`src/design/sfr_pkg.sv`:
```
// Shared constants, types and helpers for the stream find-and-replace unit.
package sfr_pkg;

    localparam int MAX_STRING_BYTES = 8;
    localparam int BYTE_W           = 8;
    localparam int LEN_W            = 4;
    localparam int IDX_W            = (MAX_STRING_BYTES > 1) ? $clog2(MAX_STRING_BYTES) : 1;
    localparam int QDEPTH           = MAX_STRING_BYTES + 1;
    localparam int QCNT_W           = $clog2(QDEPTH + 1);
    localparam int CFG_IDX_W        = 2;
    localparam int CFG_DATA_W       = 64;

    typedef enum logic [CFG_IDX_W-1:0] {
        REG_PATTERN_BYTES      = 2'd0,
        REG_PATTERN_LENGTH     = 2'd1,
        REG_REPLACEMENT_BYTES  = 2'd2,
        REG_REPLACEMENT_LENGTH = 2'd3
    } t_cfg_reg;

    typedef logic [MAX_STRING_BYTES-1:0][BYTE_W-1:0] t_bytes;

    // One burst of results produced by a single input transaction.
    typedef struct packed {
        t_bytes           data;
        logic [LEN_W-1:0] count;
        logic             last;
    } t_burst;

    // Map a length register onto 1..MAX_STRING_BYTES.
    function automatic logic [LEN_W-1:0] clamp_len(input logic [LEN_W-1:0] v);
        logic [LEN_W-1:0] r;
        r = v;
        if (v == '0) begin
            r = LEN_W'(1);
        end else if (v > LEN_W'(MAX_STRING_BYTES)) begin
            r = LEN_W'(MAX_STRING_BYTES);
        end
        return r;
    endfunction

endpackage

```
`src/design/sfr_in_if.sv`:
```
// Input byte stream channel.
interface sfr_in_if import sfr_pkg::*; ();
    logic              valid;
    logic              ready;
    logic [BYTE_W-1:0] in_byte;
    logic              in_final;

    modport source (output valid, output in_byte, output in_final, input ready);
    modport sink   (input valid, input in_byte, input in_final, output ready);
endinterface

```
`src/design/sfr_out_if.sv`:
```
// Output byte stream channel.
interface sfr_out_if import sfr_pkg::*; ();
    logic              valid;
    logic              ready;
    logic [BYTE_W-1:0] out_byte;
    logic              out_final;

    modport source (output valid, output out_byte, output out_final, input ready);
    modport sink   (input valid, input out_byte, input out_final, output ready);
endinterface

```
`src/design/sfr_win_cell.sv`:
```
// One window cell: holds a byte, shifts from its neighbor, compares against a pattern byte.
module sfr_win_cell import sfr_pkg::*; (
    input  logic              i_clk,
    input  logic              i_shift,
    input  logic [BYTE_W-1:0] i_byte,
    input  logic [BYTE_W-1:0] i_pat,
    input  logic              i_cmp_en,
    output logic [BYTE_W-1:0] o_byte,
    output logic [BYTE_W-1:0] o_next,
    output logic              o_eq
);
    logic [BYTE_W-1:0] r_byte;
    logic [BYTE_W-1:0] n_byte;

    always_comb begin
        n_byte = i_shift ? i_byte : r_byte;
    end

    always_ff @(posedge i_clk) begin
        r_byte <= n_byte;
    end

    assign o_byte = r_byte;
    assign o_next = n_byte;
    // Cells outside the compared span always agree.
    assign o_eq   = !i_cmp_en || (n_byte == i_pat);
endmodule

```
`src/design/sfr_out_queue.sv`:
```
// Output queue: a row of byte slots draining toward slot 0, loaded one burst at a time.
module sfr_out_queue import sfr_pkg::*; (
    input  logic        i_clk,
    input  logic        i_rst_n,
    input  logic        i_push,
    input  t_burst      i_burst,
    output logic        o_room,
    sfr_out_if.source   o_out
);
    logic [BYTE_W-1:0] r_q    [QDEPTH];
    logic [BYTE_W-1:0] n_q    [QDEPTH];
    logic              r_last [QDEPTH];
    logic              n_last [QDEPTH];
    logic [QCNT_W-1:0] r_cnt;
    logic [QCNT_W-1:0] n_cnt;
    logic              w_pop;
    logic [QCNT_W-1:0] w_base;
    logic [QCNT_W-1:0] w_add;

    assign w_pop  = (r_cnt != '0) && o_out.ready;
    assign w_base = r_cnt - QCNT_W'(w_pop);
    assign w_add  = i_push ? QCNT_W'(i_burst.count) : '0;

    always_comb begin
        logic [QCNT_W:0] off;
        logic [IDX_W-1:0] sel;
        for (int s = 0; s < QDEPTH; s++) begin
            off = (QCNT_W+1)'(s) - {1'b0, w_base};
            sel = off[IDX_W-1:0];
            // Advance toward the head when the head is taken.
            if (w_pop && s < QDEPTH - 1) begin
                n_q[s]    = r_q[s + 1];
                n_last[s] = r_last[s + 1];
            end else begin
                n_q[s]    = r_q[s];
                n_last[s] = r_last[s];
            end
            if (i_push && (QCNT_W+1)'(s) >= {1'b0, w_base}
                    && off < (QCNT_W+1)'(i_burst.count)) begin
                n_q[s]    = i_burst.data[sel];
                n_last[s] = i_burst.last
                            && (off == (QCNT_W+1)'(i_burst.count) - (QCNT_W+1)'(1));
            end
        end
        n_cnt = w_base + w_add;
    end

    always_ff @(posedge i_clk) begin
        for (int s = 0; s < QDEPTH; s++) begin
            r_q[s]    <= n_q[s];
            r_last[s] <= n_last[s];
        end
    end

    always_ff @(posedge i_clk) begin
        if (!i_rst_n) begin
            r_cnt <= '0;
        end else begin
            r_cnt <= n_cnt;
        end
    end

    assign o_room          = (r_cnt <= QCNT_W'(1));
    assign o_out.valid     = (r_cnt != '0);
    assign o_out.out_byte  = r_q[0];
    assign o_out.out_final = r_last[0];

`ifndef NO_ASSERTIONS
    a_cnt_bound: assert property (@(posedge i_clk) disable iff (!i_rst_n)
        r_cnt <= QCNT_W'(QDEPTH))
        else $error("output queue count out of range");
    a_push_fits: assert property (@(posedge i_clk) disable iff (!i_rst_n)
        i_push |-> ({1'b0, w_base} + (QCNT_W+1)'(i_burst.count)) <= (QCNT_W+1)'(QDEPTH))
        else $error("burst overflows output queue");
`endif
endmodule

```
`src/design/stream_find_and_replace_unit.sv`:
```
// Stream find-and-replace top level: config registers, window cell row and output queue.
// Each result byte is registered in the output queue before it is offered on the output.
// Throughput: one input byte per cycle while the output is ready and each byte yields at most
//   one result; a burst of n results (replacement or final flush) drains byte by byte.
// Input ready is high while at most one result is queued, so it drops when the output stalls.
// Reset (synchronous, active low) empties the window and the queue and sets the registers to
//   pattern 0, pattern length 1, replacement 0, replacement length 1.
module stream_find_and_replace_unit import sfr_pkg::*; (
    input  logic                  i_clk,
    input  logic                  i_rst_n,
    sfr_in_if.sink                i_in,
    sfr_out_if.source             o_out,
    input  logic                  i_cfg_we,
    input  logic [CFG_IDX_W-1:0]  i_cfg_idx,
    input  logic [CFG_DATA_W-1:0] i_cfg_data
);
    logic [CFG_DATA_W-1:0] r_pat_bytes;
    logic [LEN_W-1:0]      r_pat_len;
    logic [CFG_DATA_W-1:0] r_rep_bytes;
    logic [LEN_W-1:0]      r_rep_len;
    logic [LEN_W-1:0]      r_fill;
    logic [LEN_W-1:0]      n_fill;

    t_bytes                w_pat;
    t_bytes                w_rep;
    t_bytes                w_cell;
    t_bytes                w_next;
    logic [MAX_STRING_BYTES-1:0] w_eq;
    logic [LEN_W-1:0]      w_plen;
    logic [LEN_W-1:0]      w_rlen;
    logic [LEN_W-1:0]      w_keep;
    logic [LEN_W-1:0]      w_m;
    logic                  w_full;
    logic                  w_match;
    logic                  w_accept;
    logic                  w_fin;
    logic                  w_room;
    t_burst                w_burst;

    always_ff @(posedge i_clk) begin
        if (!i_rst_n) begin
            r_pat_bytes <= '0;
            r_pat_len   <= LEN_W'(1);
            r_rep_bytes <= '0;
            r_rep_len   <= LEN_W'(1);
        end else if (i_cfg_we) begin
            unique case (t_cfg_reg'(i_cfg_idx))
                REG_PATTERN_BYTES:      r_pat_bytes <= i_cfg_data;
                REG_PATTERN_LENGTH:     r_pat_len   <= i_cfg_data[LEN_W-1:0];
                REG_REPLACEMENT_BYTES:  r_rep_bytes <= i_cfg_data;
                REG_REPLACEMENT_LENGTH: r_rep_len   <= i_cfg_data[LEN_W-1:0];
                default: ;
            endcase
        end
    end

    assign w_pat    = r_pat_bytes[MAX_STRING_BYTES*BYTE_W-1:0];
    assign w_rep    = r_rep_bytes[MAX_STRING_BYTES*BYTE_W-1:0];
    assign w_plen   = clamp_len(r_pat_len);
    assign w_rlen   = clamp_len(r_rep_len);
    assign w_accept = i_in.valid && i_in.ready;
    assign w_fin    = i_in.in_final;
    assign i_in.ready = w_room;

    // The window is right-aligned: the newest byte always lands in the last cell.
    for (genvar j = 0; j < MAX_STRING_BYTES; j++) begin : g_cell
        logic [LEN_W:0]    w_sum;
        logic [IDX_W-1:0]  w_pidx;
        logic              w_cmp;
        logic [BYTE_W-1:0] w_in;

        assign w_sum  = (LEN_W+1)'(j) + {1'b0, w_plen};
        assign w_cmp  = (w_sum >= (LEN_W+1)'(MAX_STRING_BYTES));
        assign w_pidx = IDX_W'(w_sum - (LEN_W+1)'(MAX_STRING_BYTES));

        if (j == MAX_STRING_BYTES - 1) begin : g_tail
            assign w_in = i_in.in_byte;
        end else begin : g_body
            assign w_in = w_cell[j + 1];
        end

        sfr_win_cell u_cell (
            .i_clk    (i_clk),
            .i_shift  (w_accept),
            .i_byte   (w_in),
            .i_pat    (w_pat[w_pidx]),
            .i_cmp_en (w_cmp),
            .o_byte   (w_cell[j]),
            .o_next   (w_next[j]),
            .o_eq     (w_eq[j])
        );
    end

    always_comb begin
        logic [LEN_W:0] src;
        // Drop the oldest excess bytes so the new byte fills the window at most.
        w_keep  = (r_fill >= w_plen) ? (w_plen - LEN_W'(1)) : r_fill;
        w_m     = w_keep + LEN_W'(1);
        w_full  = (w_m == w_plen);
        w_match = w_full && (&w_eq);

        for (int i = 0; i < MAX_STRING_BYTES; i++) begin
            src = (LEN_W+1)'(MAX_STRING_BYTES) - {1'b0, w_m} + (LEN_W+1)'(i);
            w_burst.data[i] = w_match ? w_rep[i] : w_next[src[IDX_W-1:0]];
        end
        w_burst.last = w_fin;

        priority if (w_match) begin
            w_burst.count = w_rlen;
            n_fill        = '0;
        end else if (w_fin) begin
            w_burst.count = w_m;
            n_fill        = '0;
        end else if (w_full) begin
            w_burst.count = LEN_W'(1);
            n_fill        = w_plen - LEN_W'(1);
        end else begin
            w_burst.count = '0;
            n_fill        = w_m;
        end
    end

    always_ff @(posedge i_clk) begin
        if (!i_rst_n) begin
            r_fill <= '0;
        end else if (w_accept) begin
            r_fill <= n_fill;
        end
    end

    sfr_out_queue u_queue (
        .i_clk   (i_clk),
        .i_rst_n (i_rst_n),
        .i_push  (w_accept),
        .i_burst (w_burst),
        .o_room  (w_room),
        .o_out   (o_out)
    );

`ifndef NO_ASSERTIONS
    a_fill_bound: assert property (@(posedge i_clk) disable iff (!i_rst_n)
        r_fill <= LEN_W'(MAX_STRING_BYTES - 1))
        else $error("window fill out of range");
    a_final_empties: assert property (@(posedge i_clk) disable iff (!i_rst_n)
        (i_in.valid && i_in.ready && i_in.in_final) |=> (r_fill == '0))
        else $error("window not empty after final byte");
    a_final_emits: assert property (@(posedge i_clk) disable iff (!i_rst_n)
        (i_in.valid && i_in.ready && i_in.in_final) |=> o_out.valid)
        else $error("final byte produced no result");
`endif
endmodule
```
`src/flat_wrapper.sv`:
```
// flat-port wrapper written by rule: the top's interface ports become plain ports
module stream_find_and_replace_unit_flat import sfr_pkg::*;
  (i_clk, i_rst_n, i_cfg_we, i_cfg_idx, i_cfg_data, i_in_valid, i_in_in_byte, i_in_in_final, i_in_ready, o_out_valid, o_out_out_byte, o_out_out_final, o_out_ready);
  sfr_in_if i_in_i ();
  sfr_out_if o_out_i ();
  input  logic i_clk;
  input  logic i_rst_n;
  input  logic i_cfg_we;
  input  logic [CFG_IDX_W-1:0] i_cfg_idx;
  input  logic [CFG_DATA_W-1:0] i_cfg_data;
  input wire logic [$bits(i_in_i.valid)-1:0] i_in_valid;
  input wire logic [$bits(i_in_i.in_byte)-1:0] i_in_in_byte;
  input wire logic [$bits(i_in_i.in_final)-1:0] i_in_in_final;
  output wire logic [$bits(i_in_i.ready)-1:0] i_in_ready;
  output wire logic [$bits(o_out_i.valid)-1:0] o_out_valid;
  output wire logic [$bits(o_out_i.out_byte)-1:0] o_out_out_byte;
  output wire logic [$bits(o_out_i.out_final)-1:0] o_out_out_final;
  input wire logic [$bits(o_out_i.ready)-1:0] o_out_ready;
  assign i_in_i.valid = i_in_valid;
  assign i_in_i.in_byte = i_in_in_byte;
  assign i_in_i.in_final = i_in_in_final;
  assign i_in_ready = i_in_i.ready;
  assign o_out_valid = o_out_i.valid;
  assign o_out_out_byte = o_out_i.out_byte;
  assign o_out_out_final = o_out_i.out_final;
  assign o_out_i.ready = o_out_ready;
  stream_find_and_replace_unit u_core (.i_clk(i_clk), .i_rst_n(i_rst_n), .i_in(i_in_i), .o_out(o_out_i), .i_cfg_we(i_cfg_we), .i_cfg_idx(i_cfg_idx), .i_cfg_data(i_cfg_data));
endmodule
```
`config.mk`:
```
export PLATFORM = sky130hd
export DESIGN_NAME = stream_find_and_replace_unit_flat
export DESIGN_NICKNAME = d
export VERILOG_FILES = /design/src/design/sfr_pkg.sv /design/src/design/sfr_in_if.sv /design/src/design/sfr_out_if.sv /design/src/design/sfr_win_cell.sv /design/src/design/sfr_out_queue.sv /design/src/design/stream_find_and_replace_unit.sv /design/src/flat_wrapper.sv
export SDC_FILE = /design/constraint.sdc
export NUM_CORES = 1
export LEC_CHECK = 0
export CAP_MARGIN = 10
export CORE_MARGIN = 2
export CORE_UTILIZATION = 44
export DETAILED_ROUTE_END_ITERATION = 7
export DONT_BUFFER_PORTS = 1
export PLACE_DENSITY_LB_ADDON = 0.05
export SLEW_MARGIN = 10
export SYNTH_ARGS = -nofsm -noshare
export SYNTH_HDL_FRONTEND = slang
export SYNTH_SLANG_ARGS = --single-unit
```
`constraint.sdc`:
```
create_clock -name i_clk -period 14.7 [get_ports i_clk]
set_input_delay 1.47 -clock i_clk [delete_from_list [all_inputs] [get_ports i_clk]]
set_output_delay 1.47 -clock i_clk [all_outputs]
set_load 0.01 [all_outputs]
```
==> results by group <==
CTS
  – Root Buffer: clkbuf_16
  – Clock Tree Buf Depth: 3
  – Worst-path clk slew: 60 ps
  – Clk Latency, worst-skew pair: roughly 560 ps
  – Post-cts resize count: 0
  – CTS Buf Count: 35
  – Clock Sinks: 289
  – Post-CTS Setup Bufs: 0
  – CTS tree: done
  – Hold Buf Count CTS: 0
  – # H-tree levels: 2

Logic synthesis
  – Syn nets: between 2000 and 3000
  – Post-Syn Area: between 0.02 and 0.025 mm2
  – Main flop type after synthesis: dfxtp_1
  – Post-synth EDFFs: 81
  – Register area share after synthesis: between 20% and 30%
  – Synth cell types: 88
  – Avg Synthesized Cell Area: 8.87 um2
  – Dominant cell type by area after synthesis: dfxtp_1
  – Post-synth top cells: nand2_1 (436), mux2i_1 (387), dfxtp_1 (208)
  – Async SR Flop Fraction: 0%
  – Top-count cell post-synth: nand2_1
  – Synth Register Bits: 289
  – Post-synthesis cell count: about 2600
  – Synth top area cells: dfxtp_1 (18%), mux2i_1 (17%), edfxtp_1 (10%)
  – Yosys warns: 0
  – Yosys top cell area share: 17.9%

Floorplanning
  – Area of the core: 0.0524 mm2
  – Die W: 234 um
  – Die footprint: 0.0548 mm2
  – FP Rows: 84
  – Initial Utilization: 44.5%
  – Chip Height: 234 um
  – # IOs: 91

Setup path
  – Setup crit start kind: register
  – Critical path class: reg2reg
  – CP max stage cell: ha_2
  – Crit-path max cell delay: 1070 ps
  – Crit path top cell by count: buf_4
  – R2R depth: 26
  – Worst-path fanout max: a little under 50
  – Worst EP required: approximately 15000 ps
  – Critical path endpoint category: register
  – R2R Setup Slk: 5330 ps
  – WP data arrival: 9580 ps

Timing
  – Final setup violation count: 0
  – Setup TNS: 0 ps
  – Slew headroom: 17.6%
  – Crit share post-route: a little under two thirds
  – Unrepaired setup endpoints after global routing: false
  – Setup Skew: 22.5 ps
  – Worst slew pin tran: 1230 ps
  – Max-slew violations: 0
  – Final Hold Vio Count: 0
  – Min Clock Period, post-route: 9370 ps
  – Max Clk Rate: ~0.11 GHz

Route
  – Number of remaining DRC errors: 3
  – DRT Pass-1 Iters: 8
  – Vias per inst: 6.55
  – Post-DRT Antenna Nets: 0
  – Total wire length: between 100 and 150 mm
  – WL per Instance: 31.1 um
  – Via count: 21100
  – DRT iter0 DRCs: 2275

Place
  – Post-DP HPWL: 78.3 mm
  – Routability cong.: 0.977
  – Cell Area, Placed: 0.0238 mm2
  – I/O Buffers: 0
  – Dpl cells: 3161

Power and ir drop
  – NetSw: roughly 4.0 mW
  – Power density over the cells: around 300 mW/mm2
  – Pint: around 3.7 mW
  – Switching Share: roughly half
  – P_leak: 10.3 nW
  – Gate power share: 71.2%
  – Clock power frac: 11.8%
  – Flop pwr share: between 10% and 20%
  – Worst VDD drop: between 0.00015 and 0.0002 V

Global route
  – Grt ovf: 0
  – Initial antenna violation count: 1
  – Pin count of the biggest net entering global routing: roughly 150
  – First-pass GRT wire length: 142 mm
  – GRT Total Usage: 36.0%
  – Vias in the first global route: 20300

Worst hold path
  – WHS Path Cells: 2
  – HP Class: reg2reg

Run status
  – Failing checks: DRC
  – Status: complete, but fails checks

Finish
  – Layout cells sized above 1: 11.3%
  – Finished Layout Cells: ~3200
  – Final nets: 2645
  – Synthesis-to-layout area growth: 7.49%
  – Fin area: 0.0251 mm2

Job
  – Max cap viols: 0
[per-layer routing]
metal	GRT usage, %	routed length [um]	share of wire, %
met1	44.4	40100	40
met2	59.5	47000	47
met3	6.71	7150	7.1
met4	19.4	6040	6.0
met5	0	0	0
[area by class of cell]
cell class | instances | area (um2)
fillers | 4997 | 27400
repair buffers | 56 | 420
flip-flops and latches | 289 | 6600
diodes | 1 | 2.50
well taps | 688 | 861
clock buffers | 45 | 1000
clock inverters | 19 | 206
inverters | 115 | 433
multi-input cells | 2013 | 15500
[flip-flops by register name, summed over array words and instances, names as in the netlist]
register	flops
u_core.r_pat_bytes	64
u_core.g_cell.u_cell.o_byte	64
u_core.r_pat_len	4
u_core.u_queue.r_q	72
u_core.u_queue.r_last	9
u_core.u_queue.r_cnt	4
u_core.r_rep_bytes	64
u_core.r_rep_len	4
u_core.r_fill	4
[placed cells by master, fill, tap and decap left out, types with 36 or more instances in the layout]
cell       instances
a21boi_0         128
a21oi_1           41
a22oi_1           60
and2_1            41
buf_4             56
clkbuf_16         36
dfxtp_1          206
edfxtp_1          81
ha_1              52
inv_1            102
mux2_2            41
mux2i_1          386
mux4_2            75
nand2_1          436
nand3_1           65
nand4_1           98
nor2_1            54
nor3_1            54
o21ai_0           76
xnor2_1           81
[worst max-delay path, delay by kind of cell (launching register included)]
kind                       cells  cell delay (ps)
buffers and inverters          6             1600
xor gates and xnor gates       1              180
AOI/OAI and AO/OA              9             2670
DFF                            1              310
and+or+nand+nor                6             2300
adders and majority gates      3             1570
muxes                          1              270
[logic make-up (layout without fill, tap and decap cells)]
kind of cell	after synthesis	after routing	synth area share (%)
compound gates	500	500	15.6
xor+xnor	103	103	4.17
fa+ha+maj	55	55	2.98
buf+inv	325	235	5.72
other cells	0	1	0
mux	504	504	25.9
simple gates	851	851	17.4
flops	289	289	28.3
[power groups by stage]
stage | Sequential, mW | Combinational [mW] | Clock, mW
floorplan | 1.25 | 3.57 | 0
global placement | 1.32 | 5.32 | 0
detailed placement | 1.32 | 5.35 | 0
CTS | 1.31 | 5.38 | 0.922
global route | 1.33 | 5.81 | 0.956
finish | 1.31 | 5.50 | 0.912
[per-stage QoR]
step | util [%] | hold WS, ps | setup WS (ps) | total power, mW
3_3_place_gp | 45.5 | 471 | 5720 | 6.65
5_1_grt | 47.8 | 512 | 4690 | 8.09
4_1_cts | 47.8 | 493 | 5450 | 7.61
6_report | 47.8 | 493 | 5330 | 7.73
3_5_place_dp | 45.5 | 480 | 5450 | 6.67
2_1_floorplan | - | 445 | 5740 | 4.83
[path summary, 6_finish.rpt]
path,from,end
max,u_core.r_pat_len[2],u_core.u_queue.r_last[0][2]
min,u_core.g_cell[5].u_cell.o_byte[6],u_core.g_cell[4].u_cell.o_byte[6]
min reg2reg,u_core.g_cell[5].u_cell.o_byte[6],u_core.g_cell[4].u_cell.o_byte[6]
max reg2reg,u_core.r_pat_len[2],u_core.u_queue.r_last[0][2]
Note: power is estimated with default switching activity, not from simulation.
